==> src/rtl/core/bhfdr_pkg.sv <==
`timescale 1ns / 1ps
// ----------------------------------------------------------------------------
// bhfdr_pkg
// Shared widths, the drain-entry record and the log10 table generator for the
// step-up FDR block.
// ----------------------------------------------------------------------------
package bhfdr_pkg;

  localparam int ROW_W = 32;
  localparam int VAL_W = 48;
  localparam int RAW_W = VAL_W + 1;

  localparam int DEF_MAX_ROWS      = 64;
  localparam int DEF_FRACTION_BITS = 24;

  // log10(2) in Q64
  localparam logic [63:0] LOG10_2_Q64 = 64'd5553023288523357132;

  // One entry handed to the output pipeline: a NaN echo or a drained row.
  typedef struct packed {
    logic             valid;
    logic             nan;
    logic             first;
    logic             last;
    logic [ROW_W-1:0] row;
    logic [VAL_W-1:0] val;
  } ld_t;

  // Per-cycle command for the sorting chain.
  typedef struct packed {
    logic ins;
    logic drain;
  } chain_ctl_t;

  // log10(k) with fb fraction bits, rounded half up. Elaboration-time only.
  function automatic logic [VAL_W-1:0] log10_fix(int unsigned k, int unsigned fb);
    logic [63:0]  m;
    logic [63:0]  frac;
    logic [63:0]  lg2;
    logic [127:0] sq;
    logic [127:0] pr;
    logic [63:0]  q60;
    logic [63:0]  rnd;
    int unsigned  e;
    e = 0;
    for (int i = 0; i < 6; i++) begin
      if ((k >> (e + 1)) != 0) e = e + 1;
    end
    m    = 64'(k) << (62 - e);
    frac = '0;
    // repeated squaring, one fraction bit of log2 per step
    for (int i = 1; i <= 60; i++) begin
      sq = {64'd0, m} * {64'd0, m};
      m  = sq[125:62];
      if (m[63]) begin
        m = m >> 1;
        frac[60 - i] = 1'b1;
      end
    end
    lg2 = (64'(e) << 60) | frac;
    pr  = {64'd0, lg2} * {64'd0, LOG10_2_Q64};
    q60 = pr[127:64];
    rnd = (q60 + (64'd1 << (59 - fb))) >> (60 - fb);
    return rnd[VAL_W-1:0];
  endfunction

endpackage

==> src/rtl/core/bhfdr_if.sv <==


interface bhfdr_out_if;
  logic                              valid;
  logic                              ready;
  logic [bhfdr_pkg::ROW_W-1:0]       out_row;
  logic signed [bhfdr_pkg::VAL_W-1:0] out_log10_fdr;
  logic                              out_is_nan;
  logic                              out_last;

  modport source(output valid, out_row, out_log10_fdr, out_is_nan, out_last, input ready);
  modport sink(input valid, out_row, out_log10_fdr, out_is_nan, out_last, output ready);
endinterface

==> src/rtl/core/bhfdr_adjust.sv <==
`timescale 1ns / 1ps
// ----------------------------------------------------------------------------
// bhfdr_adjust
// Two-stage output pipeline: adds the log10 rank terms, then applies the
// running minimum and holds the result for the output channel.
// ----------------------------------------------------------------------------
module bhfdr_adjust #(
  parameter int MAX_ROWS      = bhfdr_pkg::DEF_MAX_ROWS,
  parameter int FRACTION_BITS = bhfdr_pkg::DEF_FRACTION_BITS,
  localparam int CNT_W = $clog2(MAX_ROWS + 1),
  localparam int IDX_W = $clog2(MAX_ROWS)
) (
  input  logic                  clk,
  input  logic                  rst,
  input  bhfdr_pkg::ld_t        ld,
  input  logic [CNT_W-1:0]      m_count,
  input  logic [CNT_W-1:0]      rank,
  output logic                  adv,
  bhfdr_out_if.source           results
);

  localparam int VW = bhfdr_pkg::VAL_W;
  localparam int RW = bhfdr_pkg::RAW_W;

  logic [VW-1:0]          log_tab [MAX_ROWS];
  logic [CNT_W-1:0]       m_m1;
  logic [CNT_W-1:0]       r_m1;
  logic [VW-1:0]          log_m;
  logic [VW-1:0]          log_r;
  logic signed [RW-1:0]   raw;

  logic                   s1_v;
  logic                   s1_nan;
  logic                   s1_first;
  logic                   s1_last;
  logic [bhfdr_pkg::ROW_W-1:0] s1_row;
  logic signed [RW-1:0]   s1_raw;

  logic signed [VW-1:0]   cm;
  logic signed [VW-1:0]   cm_prev;
  logic signed [VW-1:0]   cm_next;

  for (genvar k = 0; k < MAX_ROWS; k++) begin : g_log
    localparam logic [VW-1:0] LV = bhfdr_pkg::log10_fix(k + 1, FRACTION_BITS);
    assign log_tab[k] = LV;
  end

  assign m_m1  = m_count - CNT_W'(1);
  assign r_m1  = rank - CNT_W'(1);
  assign log_m = log_tab[m_m1[IDX_W-1:0]];
  assign log_r = log_tab[r_m1[IDX_W-1:0]];
  assign raw   = $signed({ld.val[VW-1], ld.val}) + $signed({1'b0, log_m})
               - $signed({1'b0, log_r});

  assign adv = !results.valid || results.ready;

  // minimum restarts at zero on the first drained row of a set
  assign cm_prev = s1_first ? '0 : cm;
  assign cm_next = (s1_raw < RW'(cm_prev)) ? s1_raw[VW-1:0] : cm_prev;

  always_ff @(posedge clk) begin
    if (rst) begin
      s1_v          <= 1'b0;
      results.valid <= 1'b0;
    end else if (adv) begin
      s1_v          <= ld.valid;
      results.valid <= s1_v;
    end
  end

  always_ff @(posedge clk) begin
    if (adv) begin
      s1_nan   <= ld.nan;
      s1_first <= ld.first;
      s1_last  <= ld.last;
      s1_row   <= ld.row;
      s1_raw   <= raw;
      if (s1_v) begin
        results.out_row       <= s1_row;
        results.out_is_nan    <= s1_nan;
        results.out_last      <= s1_last;
        results.out_log10_fdr <= s1_nan ? '0 : cm_next;
        if (!s1_nan) cm <= cm_next;
      end
    end
  end

endmodule

==> src/flat_wrapper.sv <==
// flat-port wrapper written by rule: the top's interface ports become plain ports
module bhfdr_adjust_flat 
#(
  parameter int MAX_ROWS      = bhfdr_pkg::DEF_MAX_ROWS,
  parameter int FRACTION_BITS = bhfdr_pkg::DEF_FRACTION_BITS,
  localparam int CNT_W = $clog2(MAX_ROWS + 1),
  localparam int IDX_W = $clog2(MAX_ROWS)
)
  (clk, rst, ld, m_count, rank, adv, results_valid, results_out_row, results_out_log10_fdr, results_out_is_nan, results_out_last, results_ready);
  bhfdr_out_if results_i ();
  input  logic clk;
  input  logic rst;
  input  bhfdr_pkg::ld_t ld;
  input  logic [CNT_W-1:0] m_count;
  input  logic [CNT_W-1:0] rank;
  output logic adv;
  output wire logic [$bits(results_i.valid)-1:0] results_valid;
  output wire logic [$bits(results_i.out_row)-1:0] results_out_row;
  output wire logic [$bits(results_i.out_log10_fdr)-1:0] results_out_log10_fdr;
  output wire logic [$bits(results_i.out_is_nan)-1:0] results_out_is_nan;
  output wire logic [$bits(results_i.out_last)-1:0] results_out_last;
  input wire logic [$bits(results_i.ready)-1:0] results_ready;
  assign results_valid = results_i.valid;
  assign results_out_row = results_i.out_row;
  assign results_out_log10_fdr = results_i.out_log10_fdr;
  assign results_out_is_nan = results_i.out_is_nan;
  assign results_out_last = results_i.out_last;
  assign results_i.ready = results_ready;
  bhfdr_adjust #(.MAX_ROWS(MAX_ROWS), .FRACTION_BITS(FRACTION_BITS)) u_core (.clk(clk), .rst(rst), .ld(ld), .m_count(m_count), .rank(rank), .adv(adv), .results(results_i));
endmodule
==> config.mk <==
export PLATFORM = sky130hd
export DESIGN_NAME = bhfdr_adjust_flat
export DESIGN_NICKNAME = d
export VERILOG_FILES = /design/src/rtl/core/bhfdr_pkg.sv /design/src/rtl/core/bhfdr_if.sv /design/src/rtl/core/bhfdr_adjust.sv /design/src/flat_wrapper.sv
export SDC_FILE = /design/constraint.sdc
export NUM_CORES = 1
export LEC_CHECK = 0
export BUFFER_PORTS_ARGS = -buffer_cell sky130_fd_sc_hd__buf_2
export CAP_MARGIN = 25
export CORE_UTILIZATION = 24
export CTS_BUF_LIST = sky130_fd_sc_hd__clkbuf_2 sky130_fd_sc_hd__clkbuf_4 sky130_fd_sc_hd__clkbuf_8
export CTS_CLUSTER_SIZE = 40
export DETAILED_ROUTE_END_ITERATION = 10
export GPL_TIMING_DRIVEN = 0
export HOLD_SLACK_MARGIN = 0.15
export SYNTH_ARGS = -nofsm -noshare
export SYNTH_HDL_FRONTEND = slang
export SYNTH_SLANG_ARGS = --single-unit
==> constraint.sdc <==
create_clock -name clk -period 7.5 [get_ports clk]
set_input_delay 1.125 -clock clk [delete_from_list [all_inputs] [get_ports clk]]
set_output_delay 1.125 -clock clk [all_outputs]
set_load 0.05 [all_outputs]
==> results of run 1 <==
==> stage by stage <==
step           setup TNS (ns)  area (sq um)  worst slack [ns]
2_1_floorplan               0         18600             0.191
3_3_place_gp          -209.44         20800             -2.61
3_5_place_dp           -69.87         20900             -2.07
4_1_cts                     0         21700            0.0342
5_1_grt                     0         21800            0.0137
6_report                    0         21800             0.249
==> final timing paths <==
check                                       from  slack [ns]  depth (start not counted)                                to
worst min-delay path            u_core.s1_row[8]        0.41                          0         u_core.results.out_row[8]
worst max-delay path                  m_count[1]        0.25                         24                 u_core.s1_raw[45]
worst min register to register  u_core.s1_row[8]        0.41                          0         u_core.results.out_row[8]
worst max register to register   u_core.s1_first        3.10                         14  u_core.results.out_log10_fdr[31]
==> cell families (layout without fill, tap and decap cells) <==
logic type	Yosys count	count (layout)
simple gates	766	766
compound gates	748	748
flops	216	216
fa+ha+maj	155	155
xor+xnor	57	57
mux	7	7
buf+inv	250	500
==> sequential cells by signal, indices dropped and copies added (netlist names) <==
| name | cells |
|---|---|
| u_core.results.out_log10_fdr | 48 |
| u_core.s1_v | 1 |
| u_core.results.out_last | 1 |
| u_core.s1_first | 1 |
| u_core.s1_nan | 1 |
| u_core.results.valid | 1 |
| u_core.results.out_row | 32 |
| u_core.s1_row | 32 |
| u_core.s1_raw | 49 |
| u_core.cm | 48 |
| u_core.results.out_is_nan | 1 |
| u_core.s1_last | 1 |
==> worst max-delay path: cells and delay by family <==
family	cells	cell delay, ns
adder cells (fa/ha/maj)	4	1.72
AO/OA/AOI/OAI	7	1.47
AND/OR/NAND/NOR	5	1.29
buffers and inverters	8	2.00
==> cell type report <==
class / count / area (sq um) / share of cell area, %
clock buffer: 45 / 576 / 2.64
inverter: 74 / 293 / 1.34
multi-input combinational: 1733 / 11200 / 51.2
clock inverter: 20 / 251 / 1.15
buffer: 174 / 764 / 3.50
timing repair buffer: 187 / 1010 / 4.62
sequential: 216 / 6470 / 29.6
tap: 1030 / 1290 / 5.91
==> cell usage after synthesis, drive strengths merged (14+ instances only) <==
library cell | n | area, sq um
buf | 53 | 280
nor2 | 242 | 918
nand4 | 25 | 156
nand2 | 200 | 751
inv | 72 | 270
o21ai | 145 | 726
nor2b | 63 | 394
edfxtp | 214 | 6430
ha | 130 | 1630
o21a | 17 | 128
a21o | 31 | 233
o311ai | 15 | 131
fa | 25 | 500
a31oi | 33 | 213
clkbuf | 123 | 464
xor2 | 18 | 165
o21bai | 14 | 105
o211ai | 73 | 553
xnor2 | 39 | 349
nand2b | 57 | 357
a21oi | 241 | 1220
a211oi | 32 | 240
nor3 | 45 | 253
nand3 | 40 | 200
o22ai | 60 | 375
a221oi | 14 | 129
and2 | 57 | 357
==> per-layer routing <==
| metal | global-route usage [%] | up-vias |
|---|---|---|
| li1 | - | 8540 |
| met1 | 24.5 | 8664 |
| met2 | 29.1 | 924 |
| met3 | 3.01 | 193 |
| met4 | 9.37 | 6 |
| met5 | 0 | - |
==> repair_timing <==
action,4_1_cts,5_1_grt
gates resized for setup,23,21
setup endpoints to repair,46,22
hold buffers,0,0
setup buffers,0,5
==> power by group through the flow <==
stage               logic (mW)  clock network, mW  registers [mW]
finish                    2.63               1.19            1.75
global route              2.89               1.27            1.77
CTS                       2.59               1.23            1.75
detailed placement        2.57                  0            1.77
global placement          2.57                  0            1.77
floorplan                 1.73                  0            1.84
==> summary.md, run 1 <==
| Metric | Value |
|---|---|
| Metal2 WL | `32800 um` |
| YS warnings | `0` |
| CTS buffer count | `37` |
| Endpoints failing hold | `0` |
| Slowest cell on crit path | `ha_2` |
| Worst path max stage delay | `0.53 ns` |
| Sequential share of power | `31.4%` |
| Die Span Y | `280 um` |
| Final WL | `75100 um` |
| Max frequency | `138 MHz` |
| Sw frac | `41.0%` |
| DR iter-0 viols | `1684` |
| GPL Wtd Cong | `0.981` |
| Vias in the first global route | `17627` |
| Fin crit share | `96.7%` |
| CTS tree | `done` |
| Critical path startpoint category | `primary input` |
| Most common cell after layout, fill and taps aside | `nor2_1` |
| Crit path kind | `in -> reg` |
| Peak supply drop | `0.108 mV` |
| Most frequent cells in the layout | `nor2_1 (239), a21oi_1 (238), buf_2 (216), edfxtp_1 (214), nand2_1 (200)` |
| Die Wd | `280 um` |
| Synthesized flop and latch total | `216` |
| Area added between synthesis and finish | `17.2%` |
| Met3 wire length | `6220 um` |
| Main combinational cell family by area after synthesis | `compound AO/OA/AOI/OAI gates` |
| Hold Path Class | `reg -> reg` |
| Fin crit period | `7.25 ns` |
| Post-DRT Antenna Nets | `0` |
| Logic pwr share | `47.2%` |
| Mean Syn Cell Area | `8.46 sq um` |
| Setup-failing EPs final | `0` |
| Worst-path clk slew | `0.07 ns` |
| Top_reg_cell synth | `edfxtp_1` |
| Pwr Total | `5.58 mW` |
| Critical-path maximum fanout | `10` |
| Ys async rst share | `0%` |
| Syn_nets | `2455` |
| Top Layer Used | `met5` |
| Final Max Slew Viols | `0` |
| Pwr Density | `256 nW/um^2` |
| Post-synth EDFFs | `214` |
| Post-layout utilization of the core | `28.6%` |
| Post-synthesis compound-gate area fraction | `25.4%` |
| Fin cells | `3479` |
| Total die area | `78600 sq um` |
| Synth Area in Simple Gates | `19.7%` |
| WHS | `0.410 ns` |
| CTS root buf | `clkbuf_8` |
| Int Pwr | `3.29 mW` |
| Worst EP required | `7.90 ns` |
| Clk pwr share | `21.4%` |
| Htree depth | `2` |
| Core area | `76300 sq um` |
| Leakage | `8.42 nW` |
| Fraction of layout cells with a size suffix above 1 | `14.0%` |
| Worst skew pair latency | `0.55 ns` |
| Slew Limit Headroom | `30.5%` |
| FP Rows | `101` |
| Post-Place Cells | `3411` |
| Antenna violations before repair | `3` |
| Fill count | `8294` |
| Clk sink count | `216` |
| Wire per inst | `21.6 um` |
| Max clock buf depth | `3` |
| DR vias | `18327` |
| Initial Util | `24.4%` |
| Sw Pwr | `2.29 mW` |
| Max-Cap Viols | `0` |
| Synthesized-area fraction occupied by adder cells | `11.4%` |
| CP endpoint kind | `flop` |
| Worst-margin pin slew | `1.03 ns` |
| Run status | `finished clean` |
| DRT met1 WL | `32200 um` |
| Number of buffers added on ports | `179` |
| XOR/XNOR Fraction of Synth Area | `2.76%` |
| RSZ-0062 raised after global routing | `no` |
| DR vias/cell | `5.27` |
| Diodes inserted | `0` |
| First-pass GRT wire length | `112000 um` |
| CP arrival | `7.65 ns` |
| Synthesized instance count | `2199` |
| Synth Cell Area | `18600 sq um` |
| Largest net degree at the start of global routing | `53` |
| # DRC | `0` |
| Yosys cell types | `83` |
| Seq/Total Area, Yosys | `34.8%` |
| Gr usage total | `18.6%` |
| Post-synthesis mux area share | `0.518%` |
| Worst Skew | `0.0276 ns` |
| CP Cell Sequence | `buf_2, buf_4, clkinvlp_4, ha_1, clkbuf_4, inv_1, ha_2, clkbuf_2, clkbuf_1, a31oi_1, o21ai_0, nor2_1, a31oi_1, fa_1, ha_1, buf_6, a21oi_2, o21ai_1, or3_1, a21oi_2, o211ai_2, and3_1, or4_1, nand3_1` |
| IO Count | `185` |
| Length of the first detailed-routing pass in iterations | `6` |
| Post-DP HPWL | `57200 um` |
| Fin nets | `2679` |
| Global route overflow | `0` |
Power figures use the tool's default switching activity.
==> run 2: changes to the inputs <==
--- a/config.mk
+++ b/config.mk
@@ -5,6 +5,7 @@
 export SDC_FILE = /design/constraint.sdc
 export NUM_CORES = 1
 export LEC_CHECK = 0
+export ABC_AREA = 1
 export BUFFER_PORTS_ARGS = -buffer_cell sky130_fd_sc_hd__buf_2
 export CAP_MARGIN = 25
 export CORE_UTILIZATION = 24
@@ -13,6 +14,7 @@
 export DETAILED_ROUTE_END_ITERATION = 10
 export GPL_TIMING_DRIVEN = 0
 export HOLD_SLACK_MARGIN = 0.15
+export PLACE_DENSITY_LB_ADDON = 0.3
 export SYNTH_ARGS = -nofsm -noshare
 export SYNTH_HDL_FRONTEND = slang
 export SYNTH_SLANG_ARGS = --single-unit
==> summary.md, run 2 <==
| Metric | Value |
|---|---|
| Post-synth EDFFs | `214 (unchanged)` |
| DR vias/cell | `4.74 (-9.9%)` |
| Slew Limit Headroom | `36.0% (+5.5 points)` |
| Final Max Slew Viols | `0 (unchanged)` |
| Vias in the first global route | `16079 (-8.8%)` |
| Most frequent cells in the layout | `nand2_1 (478), inv_1 (298), nor2_1 (273), edfxtp_1 (214), buf_2 (212)` |
| Synthesized flop and latch total | `216 (unchanged)` |
| Clk sink count | `216 (unchanged)` |
| Area added between synthesis and finish | `17.0%` |
| Max frequency | `137 MHz (-0.77%)` |
| Post-Place Cells | `3379 (-0.94%)` |
| CTS buffer count | `34 (-8.1%)` |
| Fin crit share | `97.4% (+0.75 points)` |
| Hold Path Class | `reg -> reg` |
| CP arrival | `7.57 ns (-0.08 ns)` |
| Final WL | `65800 um (-12%)` |
| Max-Cap Viols | `0 (unchanged)` |
| Run status | `finished clean` |
| Worst-path clk slew | `0.06 ns (about the same)` |
| Antenna violations before repair | `4 (+1)` |
| Top post-synthesis cells by area | `edfxtp_1 (37%), nand2_1 (10%), ha_1 (9.4%)` |
| Length of the first detailed-routing pass in iterations | `5 (-1)` |
| Core area | `71400 sq um (-6.5%)` |
| Sequential share of power | `33.0% (+1.6 points)` |
| Top_reg_cell synth | `edfxtp_1` |
| Global route overflow | `0 (unchanged)` |
| Hold-fix buffers, CTS | `0 (unchanged)` |
| CTS tree | `done` |
| Seq/Total Area, Yosys | `37.4% (+2.6 points)` |
| Leakage | `9.13 nW (+8.4%)` |
| Pwr Density | `262 nW/um^2 (+2.3%)` |
| Flip-flop and latch area | `6470 sq um (unchanged)` |
| GPL Wtd Cong | `0.985 (+0.35%)` |
| Multi-input logic area | `9210 sq um (-18%)` |
| Post-DRT Antenna Nets | `0 (unchanged)` |
| RSZ-0062 raised after global routing | `no` |
| Fraction of layout cells with a size suffix above 1 | `14.4% (+0.33 points)` |
| Most common cell after layout, fill and taps aside | `nand2_1` |
| Sw Pwr | `2.28 mW (-0.13%)` |
| Int Pwr | `3.01 mW (-8.6%)` |
| Number of buffers added on ports | `181 (+1.1%)` |
| FP Rows | `98 (-3.0%)` |
| Mean Syn Cell Area | `7.72 sq um (-8.8%)` |
| Number of flip-flops in the largest register | `49 (unchanged)` |
| Critical path startpoint category | `primary input` |
| Largest regs | `u_core.s1_raw (49), u_core.cm (48), u_core.results.out_log10_fdr (48)` |
| Setup WS pre-CTS | `-0.211 ns (+1.86 ns)` |
| Synth cell count leaders | `nand2_1 (478), inv_1 (299), nor2_1 (275)` |
| Fin crit period | `7.31 ns (+0.0561 ns)` |
| Worst Skew | `0.0294 ns (+0.00176 ns)` |
| Top cell type's share of synthesized area | `37.2% (+2.6 points)` |
| Synthesized instance count | `2241 (+1.9%)` |
| Worst-margin pin slew | `0.960 ns (-0.0750 ns)` |
| Die Span Y | `270 um (-3.6%)` |
| Yosys cell types | `52 (-37%)` |
| Fin cells | `3442 (-1.1%)` |
| Endpoints failing hold | `0 (unchanged)` |
| Max clock buf depth | `3 (unchanged)` |
| CTS root buf | `clkbuf_8` |
| Critical-path maximum fanout | `13 (+3)` |
| Worst EP required | `7.76 ns (-0.14 ns)` |
| Most common cell in the netlist | `nand2_1` |
| First-pass GRT wire length | `98900 um (-12%)` |
| Post-layout utilization of the core | `28.4% (-0.23 points)` |
| Logic pwr share | `47.7% (+0.5 points)` |
| Wire per inst | `19.1 um (-11%)` |
| Synth Cell Area | `17300 sq um (-7.0%)` |
| # DRC | `0 (unchanged)` |
| Post-DP HPWL | `53900 um (-5.8%)` |
| Sw frac | `43.2% (+2.2 points)` |
| DR iter-0 viols | `1249 (-26%)` |
| Die Wd | `270 um (-3.6%)` |
| Crit path kind | `in -> reg` |
| Fin nets | `2722 (+1.6%)` |
| Clk pwr share | `19.3% (-2.1 points)` |
| Syn_nets | `2497 (+1.7%)` |
| Peak supply drop | `0.135 mV (+25%)` |
| Fin Setup TNS | `0 ns (unchanged)` |
| Initial Util | `24.2% (-0.14 points)` |
| YS warnings | `0 (unchanged)` |
| Total die area | `73200 sq um (-7.0%)` |
| Worst setup margin | `0.193 ns (-0.0561 ns)` |
| Setup-failing EPs final | `0 (unchanged)` |
| Largest net degree at the start of global routing | `50 (-5.7%)` |
| WHS | `0.414 ns (+0.00378 ns)` |
| Gr usage total | `17.7% (-0.88 points)` |
| IO Count | `185 (unchanged)` |
| Ys async rst share | `0% (unchanged)` |
| Fill count | `7973 (-3.9%)` |
| DR vias | `16328 (-11%)` |
| Worst skew pair latency | `0.54 ns (about the same)` |
| Synth area leader | `edfxtp_1` |
| Htree depth | `2 (unchanged)` |
| CP endpoint kind | `flop` |
| Largest Register | `u_core.s1_raw` |
-- run 2: cell count changes in the layout (fill, tap and decap cells not counted), moves of 62 or more --
cell / change
nand3_1: +144
inv_1: +229
clkbuf_1: -68
nand2_1: +278
a21oi_1: -104
nor2b_1: -62
-- run 2: critical path: stages --
cell	delay [ns]
buf_2	0.16
inv_1	0.28
ha_1	0.45
inv_1	0.24
ha_1	0.46
clkbuf_1	0.33
inv_1	0.12
clkbuf_1	0.44
nor2_2	0.38
nor2_1	0.11
nor2_1	0.36
a21oi_1	0.07
o221ai_1	0.30
nand2_1	0.19
inv_1	0.11
fa_1	0.44
ha_1	0.42
nand2_1	0.14
o21ai_0	0.29
a21oi_1	0.13
o21ai_0	0.55
nand3_1	0.14
nand3_1	0.19
xor2_1	0.11
-- run 2: per-layer routing --
layer | vias up | track usage [%] | part of all wire, %
met5 | - | 0 | 0.070
met4 | 8 | 8.34 | 4.8
met3 | 174 | 2.67 | 6.6
met2 | 651 | 29.3 | 46
met1 | 7532 | 22.4 | 43
li1 | 7963 | - | -
-- run 2: power by group through the flow --
stage | Combinational, mW | Sequential, mW | Clock (mW)
global route | 2.82 | 1.77 | 1.11
detailed placement | 2.51 | 1.77 | 0
CTS | 2.52 | 1.75 | 1.06
finish | 2.53 | 1.75 | 1.02
floorplan | 1.61 | 1.86 | 0
global placement | 2.51 | 1.78 | 0
-- run 2: layout make-up --
type                       instances  share of cell area [%]
inverter                         318                    5.92
sequential                       216                    32.0
buffer                            83                    2.20
antenna                            1                  0.0124
tap                              950                    5.87
clock buffer                      49                    2.90
multi-input combinational       1624                    45.5
clock inverter                    12                   0.550
timing repair buffer             189                    5.09
-- run 2: worst paths after layout --
path / start / end / cells past startpoint / slack, ns
worst min-delay path: u_core.s1_row[6] / u_core.results.out_row[6] / 0 / 0.41
worst max register to register: u_core.s1_first / u_core.results.out_log10_fdr[26] / 15 / 3.38
worst min register to register: u_core.s1_row[6] / u_core.results.out_row[6] / 0 / 0.41
worst max-delay path: rank[0] / u_core.s1_raw[43] / 24 / 0.19
-- run 2: kinds of logic (layout without fill, tap and decap cells) --
family | count (synthesis) | count (layout) | share of synthesized area [%]
buffers and inverters | 401 | 651 | 9.48
adders and majority gates | 155 | 155 | 12.3
DFF | 216 | 216 | 37.4
and+or+nand+nor | 1016 | 1016 | 24.7
other | 0 | 1 | 0
xor gates and xnor gates | 44 | 44 | 2.60
AOI/OAI and AO/OA | 409 | 409 | 13.5
-- run 2: what timing repair did --
item                                    in CTS  in global routing
endpoints found under the setup margin       0                  1
setup buffers                                0                  0
resized for setup                            0                  1
-- run 2: per-stage QoR --
stage          area (sq um)  total power [mW]
3_5_place_dp          19500              4.29
3_3_place_gp          19400              4.29
2_1_floorplan         17300              3.46
4_1_cts               20200              5.33
5_1_grt               20200              5.69
6_report              20200              5.29
